File: src/design/u8d_pkg.sv
`timescale 1ns / 1ps

package u8d_pkg;

  // field widths
  localparam int unsigned BYTE_W = 8;
  localparam int unsigned CP_W   = 31;
  localparam int unsigned PEND_W = 3;

  // replacement character for a bad lead byte
  localparam logic [CP_W-1:0] QUESTION_MARK = 31'd63;

  // mode register values
  localparam logic MODE_ASCII = 1'b0;
  localparam logic MODE_UTF8  = 1'b1;

  // one result request
  typedef struct packed {
    logic [CP_W-1:0] code_point;
    logic            replaced;
    logic            string_end;
  } result_t;

  // input register stage towards the decoder
  typedef struct packed {
    logic              valid;
    logic [BYTE_W-1:0] data;
  } stage_t;

endpackage

File: src/design/u8d_byte_if.sv
`timescale 1ns / 1ps

interface u8d_byte_if;
  logic                       valid;
  logic                       ready;
  logic [u8d_pkg::BYTE_W-1:0] in_byte;

  modport source (output valid, output in_byte, input ready);
  modport sink   (input valid, input in_byte, output ready);
endinterface

File: src/design/u8d_cp_if.sv
`timescale 1ns / 1ps

interface u8d_cp_if;
  logic                     valid;
  logic                     ready;
  logic [u8d_pkg::CP_W-1:0] code_point;
  logic                     replaced;
  logic                     string_end;

  modport source (output valid, output code_point, output replaced, output string_end,
                  input ready);
  modport sink   (input valid, input code_point, input replaced, input string_end,
                  output ready);
endinterface

File: src/design/u8d_in_reg.sv
`timescale 1ns / 1ps

module u8d_in_reg (
  input  logic              clk,
  input  logic              rst_n,
  u8d_byte_if.sink          in_if,
  input  logic              take,
  output u8d_pkg::stage_t   stage
);

  logic                       valid_r;
  logic                       valid_nxt;
  logic [u8d_pkg::BYTE_W-1:0] data_r;
  logic                       load;

  // refill whenever the held byte is empty or leaves this cycle
  assign in_if.ready = !valid_r || take;
  assign load        = in_if.valid && in_if.ready;

  always_comb begin
    valid_nxt = valid_r;
    if (load) begin
      valid_nxt = 1'b1;
    end else if (take) begin
      valid_nxt = 1'b0;
    end
  end

  always_ff @(posedge clk) begin
    if (!rst_n) begin
      valid_r <= 1'b0;
    end else begin
      valid_r <= valid_nxt;
    end
  end

  // payload, no reset
  always_ff @(posedge clk) begin
    if (load) begin
      data_r <= in_if.in_byte;
    end
  end

  assign stage.valid = valid_r;
  assign stage.data  = data_r;

endmodule

File: src/design/u8d_decode.sv
`timescale 1ns / 1ps

module u8d_decode (
  input  logic                clk,
  input  logic                rst_n,
  input  logic                cfg_we,
  input  logic                cfg_wdata,
  input  u8d_pkg::stage_t     stage,
  input  logic                take,
  output logic                emit,
  output u8d_pkg::result_t    result
);

  logic                       mode_r;
  logic [u8d_pkg::CP_W-1:0]   partial_r;
  logic [u8d_pkg::CP_W-1:0]   partial_nxt;
  logic [u8d_pkg::PEND_W-1:0] pending_r;
  logic [u8d_pkg::PEND_W-1:0] pending_nxt;
  logic [u8d_pkg::PEND_W-1:0] pending_dec;
  logic [u8d_pkg::CP_W-1:0]   shifted;
  logic [u8d_pkg::CP_W-1:0]   byte_cp;
  logic [u8d_pkg::BYTE_W-1:0] b;

  assign b           = stage.data;
  assign byte_cp     = {{(u8d_pkg::CP_W-u8d_pkg::BYTE_W){1'b0}}, b};
  assign shifted     = {partial_r[u8d_pkg::CP_W-7:0], b[5:0]};
  assign pending_dec = pending_r - 3'd1;

  // one byte: end marker, pass-through, continuation or lead class
  always_comb begin
    partial_nxt = partial_r;
    pending_nxt = pending_r;
    emit        = 1'b0;
    result      = '0;
    if (b == '0) begin
      partial_nxt       = '0;
      pending_nxt       = '0;
      emit              = 1'b1;
      result.string_end = 1'b1;
    end else if (mode_r == u8d_pkg::MODE_ASCII) begin
      partial_nxt       = '0;
      pending_nxt       = '0;
      emit              = 1'b1;
      result.code_point = byte_cp;
    end else if (pending_r != '0) begin
      pending_nxt = pending_dec;
      if (pending_dec != '0) begin
        partial_nxt = shifted;
      end else begin
        partial_nxt       = '0;
        emit              = 1'b1;
        result.code_point = shifted;
      end
    end else begin
      case (b) inside
        8'b0???????: begin
          emit              = 1'b1;
          result.code_point = byte_cp;
        end
        8'b110?????: begin
          partial_nxt = {26'd0, b[4:0]};
          pending_nxt = 3'd1;
        end
        8'b1110????: begin
          partial_nxt = {27'd0, b[3:0]};
          pending_nxt = 3'd2;
        end
        8'b11110???: begin
          partial_nxt = {28'd0, b[2:0]};
          pending_nxt = 3'd3;
        end
        8'b111110??: begin
          partial_nxt = {29'd0, b[1:0]};
          pending_nxt = 3'd4;
        end
        8'b1111110?: begin
          partial_nxt = {30'd0, b[0]};
          pending_nxt = 3'd5;
        end
        default: begin
          // stray continuation or 0xfe/0xff
          partial_nxt       = '0;
          pending_nxt       = '0;
          emit              = 1'b1;
          result.code_point = u8d_pkg::QUESTION_MARK;
          result.replaced   = 1'b1;
        end
      endcase
    end
  end

  // sequence state moves only when the byte is consumed
  always_ff @(posedge clk) begin
    if (!rst_n) begin
      mode_r    <= u8d_pkg::MODE_UTF8;
      partial_r <= '0;
      pending_r <= '0;
    end else begin
      if (cfg_we) begin
        mode_r <= cfg_wdata;
      end
      if (take) begin
        partial_r <= partial_nxt;
        pending_r <= pending_nxt;
      end
    end
  end

endmodule

File: src/design/u8d_out_reg.sv
`timescale 1ns / 1ps

module u8d_out_reg (
  input  logic              clk,
  input  logic              rst_n,
  input  logic              push,
  input  u8d_pkg::result_t  result,
  output logic              can_take,
  u8d_cp_if.source          out_if
);

  logic             valid_r;
  logic             valid_nxt;
  u8d_pkg::result_t data_r;

  // slot free when empty or being drained now
  assign can_take = !valid_r || out_if.ready;

  always_comb begin
    valid_nxt = valid_r;
    if (push) begin
      valid_nxt = 1'b1;
    end else if (out_if.ready) begin
      valid_nxt = 1'b0;
    end
  end

  always_ff @(posedge clk) begin
    if (!rst_n) begin
      valid_r <= 1'b0;
    end else begin
      valid_r <= valid_nxt;
    end
  end

  always_ff @(posedge clk) begin
    if (push) begin
      data_r <= result;
    end
  end

  assign out_if.valid      = valid_r;
  assign out_if.code_point = data_r.code_point;
  assign out_if.replaced   = data_r.replaced;
  assign out_if.string_end = data_r.string_end;

endmodule

File: src/design/utf8_stream_decoder.sv
`timescale 1ns / 1ps

// Channel   Dir  Handshake          Payload
// in_if     in   valid / ready      in_byte[7:0]
// out_if    out  valid / ready      code_point[30:0], replaced, string_end
// cfg       in   cfg_we             cfg_wdata (decode mode, 1 = UTF-8)
//
// One byte per cycle while out_if does not stall: byte register, decode
// logic with the sequence state, result register, from which results leave.
// Reset (rst_n low at a clock edge) empties both registers, clears any open
// sequence and selects UTF-8 mode.
// A stall on out_if holds the byte register, even for a byte with no result;
// one more byte is taken while a result waits, then in_if stalls too.

module utf8_stream_decoder (
  input  logic      clk,
  input  logic      rst_n,
  u8d_byte_if.sink  in_if,
  u8d_cp_if.source  out_if,
  input  logic      cfg_we,
  input  logic      cfg_wdata
);

  u8d_pkg::stage_t  stage;
  u8d_pkg::result_t result;
  logic             can_take;
  logic             take;
  logic             emit;

  // decoder consumes the held byte when the result slot is free
  assign take = stage.valid && can_take;

  u8d_in_reg u_in_reg (
    .clk   (clk),
    .rst_n (rst_n),
    .in_if (in_if),
    .take  (take),
    .stage (stage)
  );

  u8d_decode u_decode (
    .clk       (clk),
    .rst_n     (rst_n),
    .cfg_we    (cfg_we),
    .cfg_wdata (cfg_wdata),
    .stage     (stage),
    .take      (take),
    .emit      (emit),
    .result    (result)
  );

  u8d_out_reg u_out_reg (
    .clk      (clk),
    .rst_n    (rst_n),
    .push     (take && emit),
    .result   (result),
    .can_take (can_take),
    .out_if   (out_if)
  );

endmodule
File: src/flat_wrapper.sv
// flat-port wrapper written by rule: the top's interface ports become plain ports
module utf8_stream_decoder_flat 
  (clk, rst_n, cfg_we, cfg_wdata, in_if_valid, in_if_in_byte, in_if_ready, out_if_valid, out_if_code_point, out_if_replaced, out_if_string_end, out_if_ready);
  u8d_byte_if in_if_i ();
  u8d_cp_if out_if_i ();
  input  logic clk;
  input  logic rst_n;
  input  logic cfg_we;
  input  logic cfg_wdata;
  input wire logic [$bits(in_if_i.valid)-1:0] in_if_valid;
  input wire logic [$bits(in_if_i.in_byte)-1:0] in_if_in_byte;
  output wire logic [$bits(in_if_i.ready)-1:0] in_if_ready;
  output wire logic [$bits(out_if_i.valid)-1:0] out_if_valid;
  output wire logic [$bits(out_if_i.code_point)-1:0] out_if_code_point;
  output wire logic [$bits(out_if_i.replaced)-1:0] out_if_replaced;
  output wire logic [$bits(out_if_i.string_end)-1:0] out_if_string_end;
  input wire logic [$bits(out_if_i.ready)-1:0] out_if_ready;
  assign in_if_i.valid = in_if_valid;
  assign in_if_i.in_byte = in_if_in_byte;
  assign in_if_ready = in_if_i.ready;
  assign out_if_valid = out_if_i.valid;
  assign out_if_code_point = out_if_i.code_point;
  assign out_if_replaced = out_if_i.replaced;
  assign out_if_string_end = out_if_i.string_end;
  assign out_if_i.ready = out_if_ready;
  utf8_stream_decoder u_core (.clk(clk), .rst_n(rst_n), .in_if(in_if_i), .out_if(out_if_i), .cfg_we(cfg_we), .cfg_wdata(cfg_wdata));
endmodule
File: config.mk
export PLATFORM = sky130hd
export DESIGN_NAME = utf8_stream_decoder_flat
export DESIGN_NICKNAME = d
export VERILOG_FILES = /design/src/design/u8d_pkg.sv /design/src/design/u8d_byte_if.sv /design/src/design/u8d_cp_if.sv /design/src/design/u8d_in_reg.sv /design/src/design/u8d_decode.sv /design/src/design/u8d_out_reg.sv /design/src/design/utf8_stream_decoder.sv /design/src/flat_wrapper.sv
export SDC_FILE = /design/constraint.sdc
export NUM_CORES = 1
export LEC_CHECK = 0
export ABC_CLOCK_PERIOD_IN_PS = 6100
export BUFFER_PORTS_ARGS = -buffer_cell sky130_fd_sc_hd__buf_2
export CAP_MARGIN = 20
export CORE_MARGIN = 2
export CORE_UTILIZATION = 59
export CTS_CLUSTER_SIZE = 8
export DETAILED_ROUTE_END_ITERATION = 10
export PLACE_DENSITY = 0.83
export SETUP_SLACK_MARGIN = 0.15
export SKIP_LAST_GASP = 1
export SYNTH_ARGS = -nofsm -noshare
export SYNTH_HDL_FRONTEND = slang
export SYNTH_SLANG_ARGS = --single-unit
File: constraint.sdc
create_clock -name clk -period 6.1 [get_ports clk]
set_input_delay 0.305 -clock clk [delete_from_list [all_inputs] [get_ports clk]]
set_output_delay 0.305 -clock clk [all_outputs]
set_load 0.03 [all_outputs]
# After elaboration in Yosys (flattened, before gate mapping)
# Cells that the tools add are included.
[word_totals]
wordCells = 77
register_bits = 72
n_memories = 0
romBits = 0
latch_bits = 0
ramBits = 0
[op_classes]
addsub = 1
div = 0
n_shift = 0
bitwise = 2
n_mul = 0
reduce_logical = 15
magnitude_cmp = 0
muxes = 43
n_eq_ne = 6
[op_table]
columns = ["operator", "count"]
rows = [
  ["31-bit two-way mux", 7],
  ["25-bit two-way mux", 5],
  ["3-bit two-way mux", 10],
  ["1-bit two-way mux", 16],
  ["8-bit logical NOT", 1],
  ["8-bit two-way mux", 1],
  ["7-bit == test, second input constant", 1],
  ["6-bit == test, second input constant", 1],
  ["6-bit two-way mux", 1],
  ["3-bit nonzero test", 2],
  ["5-bit == test, second input constant", 1],
  ["5-bit two-way mux", 1],
  ["4-bit == test, second input constant", 1],
  ["4-bit two-way mux", 1],
  ["4-bit by 1-bit != test with 1-bit output, second input constant", 1],
  ["2-bit nonzero test", 2],
  ["4-bit OR reduction", 1],
  ["3-bit == test, second input constant", 1],
  ["1-bit logical AND", 3],
  ["3-bit by 1-bit subtractor with 3-bit output, second input constant", 1],
  ["1-bit logical NOT", 2],
  ["1-bit logical OR", 2],
  ["2-bit two-way mux", 1],
  ["1-bit inverter", 2],
  ["other kinds (2)", 2],
]

# Logic depth before layout (Yosys ltp)
[depth]
word_depth = 12
ltp_mapped = 8
mapped_depth_nobuf = 7

# By module
# From an unflattened synthesis, not the netlist that was laid out.
[unflattened]
cells_unflattened = 225
area_unflattened_um2 = 2927.8
[by_module_without_submodules]
columns = ["module", "cells_per_inst", "instances", "area_per_inst_um2"]
rows = [
  ["u8d_decode", 172, 1, 1570.3],
  ["u8d_out_reg", 37, 1, 1039.7],
  ["u8d_in_reg", 14, 1, 305.3],
  ["utf8_stream_decoder", 2, 1, 12.5],
]

# Worst setup path after synthesis
# Ideal clock, no wire load.
[synth_path]
path_type = "register to register"
startpoint = "register u_core.u_in_reg.data_r[2] (netlist name)"
endpoint = "register u_core.u_out_reg.data_r, in the netlist u_core.u_out_reg.out_if.code_point[0] (enable)"
arrival_ns = 2.845
n_path_buf = 0
synth_period_minus_slack_ns = 3.268
path_stages_with_launch = 6
required_time_ns = 5.677
path_slack_ns = 2.832
path_cell_list = "edfxtp_1 -> or4_4 -> o21ai_4 -> nor2b_1 -> o21a_1 -> nor2_1"
[synth_between]
elab_chain_cells = 11
[synth_rtl]
columns = ["element", "line", "source"]
rows = [
  ["start, declared", "u8d_in_reg.sv:13", "logic [u8d_pkg::BYTE_W-1:0] data_r;"],
  ["start signal, assigned", "u8d_in_reg.sv:40", "data_r <= in_if.in_byte;"],
  ["7-bit == test (no source line)", "n/a", ""],
  ["1-bit two-way mux (3 in series)", "u8d_decode.sv:55", "case (b) inside"],
  ["1-bit two-way mux (2 in series)", "n/a", ""],
  ["1-bit two-way mux", "u8d_decode.sv:55", ""],
  ["1-bit two-way mux", "u8d_decode.sv:45", "end else if (pending_r != '0) begin"],
  ["1-bit two-way mux", "u8d_decode.sv:40", "end else if (mode_r == u8d_pkg::MODE_ASCII) begin"],
  ["1-bit two-way mux (*)", "u8d_decode.sv:35", "if (b == '0) begin"],
  ["1-bit logical AND (*)", "utf8_stream_decoder.sv:55", ".push (take && emit),"],
  ["net u_core.u_out_reg.push", "u8d_out_reg.sv:6", "input logic push,"],
  ["end signal, assigned", "u8d_out_reg.sv:38", "data_r <= result;"],
  ["end, declared", "u8d_out_reg.sv:14", "u8d_pkg::result_t data_r;"],
]
# Mark *: on every way through the listed nets, which the timed path passes. The rest lies on a longest branch.
# A chain may end at the register's enable or synchronous reset.

# Final worst setup path
[layout_path]
startpoint = "register u_core.u_in_reg.data_r[2] (netlist name)"
endpoint = "register u_core.u_out_reg.data_r, in the netlist u_core.u_out_reg.out_if.code_point[14] (enable)"
# The elaborated chain is that of the path after synthesis.

==> metrics.txt <==
num rows=25; syn avg cell area=12.4 sq um; worst r2r src=u_core.u_in_reg.data_r[2]; Slew Limit Fails=0; global route total overflow=0; hold_ws=0.136 ns; Synth area leader=edfxtp_1; Initial Util=60.6%; actual slew at the worst max-slew pin=0.778 ns; unrepaired setup endpoints after global routing=no; Worst-Skew Late Latency=0.34 ns; Diodes inserted=0; final worst-path cycle share=40.0%; Critical Path Source Type=register; Crit path arrival time=2.44 ns; die width=73.4 um; HP Class=in2reg; post-DR wirelength/cell=14.5 um; min Tclk post-route=2.44 ns; DPL Wire Length=3330 um; yosys synthesis warning count=0; Max Root-Sink Buffers=2; PortBufs=48; crit-path max FO=33; FF-to-FF path depth=6; Worst-path clk slew=0.08 ns; Num CTS Buffers=9; Die Span Y=73.4 um; IO Count=49; hold path depth=1; net count reported at finish=299; Main synth FF type=edfxtp_1; post-synthesis cell type count=37; most frequent cell after synthesis=edfxtp_1; Routed WL=4950 um; EDFF count, synth=41; final hold violation count=0; vias in the first global route=1718; # hold bufs at CTS=0; Post-synth ARST share=0%; Worst Setup SP=u_core.u_in_reg.data_r[2]; status=finished, final reports clean; first-pass GRT wire length=7980 um; clk_skew=0.00734 ns; CTS sink cnt=72; Area Overhead vs Synth=16.8%; Die Area=0.00539 sq mm; synth cell count leaders=edfxtp_1, dfxtp_1, nand2_1; Hold Path Origin=in_if_in_byte[5]; post-synthesis sequential area ratio=65.2%; proportion of layout cells with a drive suffix above 1=26.1%; CTS tree=built; leakage=0.00134 uW; vias per std cell=5.55; clock root buffer=clkbuf_8; pin count of the biggest net entering global routing=34; CP Capture Type=register; core area=0.00469 sq mm; drt first pass iters=4; initial antenna violation count=0; Setup CP Type=reg2reg; initial DRC count=104; top cell type's share of synthesized area=43.3%; GPL Wtd Cong=0.771; number of max-cap violations=0; H-tree depth=3; post-cts sizing count=0; Worst IR Drop VDD=0.000176 V; Syn Nets=246; Peak Freq=410 MHz; cell count after synthesis=229; synth top area cells=edfxtp_1, dfxtp_1, a22o_1; Slew HR=47.9%; post-synth design cell area=0.00284 sq mm; DR vias=1891; total track usage=20.2%; DRC=0; TNS Setup=0 ns; # Post-CTS Setup Buffers=0; post-route ant nets=0; final setup violation count=0; FILL cells=325; number of synthesized register bits=72; power per cell area=297 mW/mm^2; CP required=6.10 ns
[cells in the final DEF, fill, tap and decap left out, drive strengths merged, types with 2 or more instances in the layout]
cell type  instances
nor2b              8
and2              24
dfxtp             31
clkinv             3
inv               10
a22o              21
nor2               4
ha                 3
nand3              5
nand2b             4
nand2             29
a21oi             10
a21boi             2
buf               51
clkbuf             9
o21ai              8
o22ai              5
o211ai             2
edfxtp            41
or4                2
a31oi              2
[flip-flops by register name, indices dropped and copies added, names as in the netlist]
signal / flops
u_core.u_decode.mode_r: 1
u_core.u_decode.partial_r: 25
u_core.u_in_reg.data_r: 8
u_core.u_out_reg.out_if.code_point: 31
u_core.u_out_reg.out_if.string_end: 1
u_core.u_decode.pending_r: 3
u_core.u_out_reg.out_if.replaced: 1
u_core.u_in_reg.valid_r: 1
u_core.u_out_reg.out_if.valid: 1
[where the power goes]
part | total [uW] | internal [uW] | switching, uW
Combinational | 72.3 | 21.6 | 50.7
Clock | 376 | 194 | 182
Sequential | 538 | 528 | 9.81
[layer usage]
metal | routed length [um] | up-vias | global-route usage [%]
met2 | 2360 | 64 | 30.4
met5 | 0 | - | 0
met1 | 2220 | 876 | 26.8
met3 | 269 | 11 | 5.08
met4 | 96 | 0 | 11.5
li1 | - | 940 | -
[logic make-up (layout without fill, tap and decap cells)]
kind of cell / count (synthesis) / count (layout) / synth area share [%]
flip-flops: 72 / 72 / 65.2
AO/OA/AOI/OAI: 55 / 55 / 14.4
buffers and inverters: 16 / 74 / 3.13
AND/OR/NAND/NOR: 82 / 82 / 15.6
adder cells (fa/ha/maj): 3 / 3 / 1.32
multiplexers: 1 / 1 / 0.352
[per-stage QoR]
stage                     cell area (sq um)  setup WS [ns]  total power [uW]  utilization (%)  cells
after global placement                 3110           3.68               621             66.3    324
final                                  3320           3.66               987             70.7    341
after global routing                   3320           3.54              1020             70.7    341
after CTS                              3310           3.65               996             70.6    340
after floorplan                        2840           2.83               602                -    229
after detailed placement               3110           3.67               622             66.3    324
[worst max-delay path, cell delays in order (launching register included)]
cell and delay, ns:
edfxtp_1 0.51, or4_4 0.58, o21ai_4 0.25, nor2b_1 0.12, o21a_1 0.16, nor2_2 0.09
buf_4 0.37
[cell type report]
type                    instances  area (sq um)  share of cell area (%)
flip-flops and latches         72          1850                    55.8
multi-input cells             141           908                    27.4
inverters                       7          26.3                   0.792
well taps                      54          67.6                    2.04
clock inverters                 7          78.8                    2.37
clock buffers                   9           124                    3.73
repair buffers                 51           263                    7.92
[path summary, 6_finish.rpt]
path / to / slack (ns)
max: u_core.u_out_reg.out_if.code_point[14] / 3.66
min: u_core.u_in_reg.data_r[5] / 0.14
max reg2reg: u_core.u_out_reg.out_if.code_point[14] / 3.66
min reg2reg: u_core.u_decode.pending_r[1] / 0.48
No activity file was read; power rests on OpenSTA's default activity.
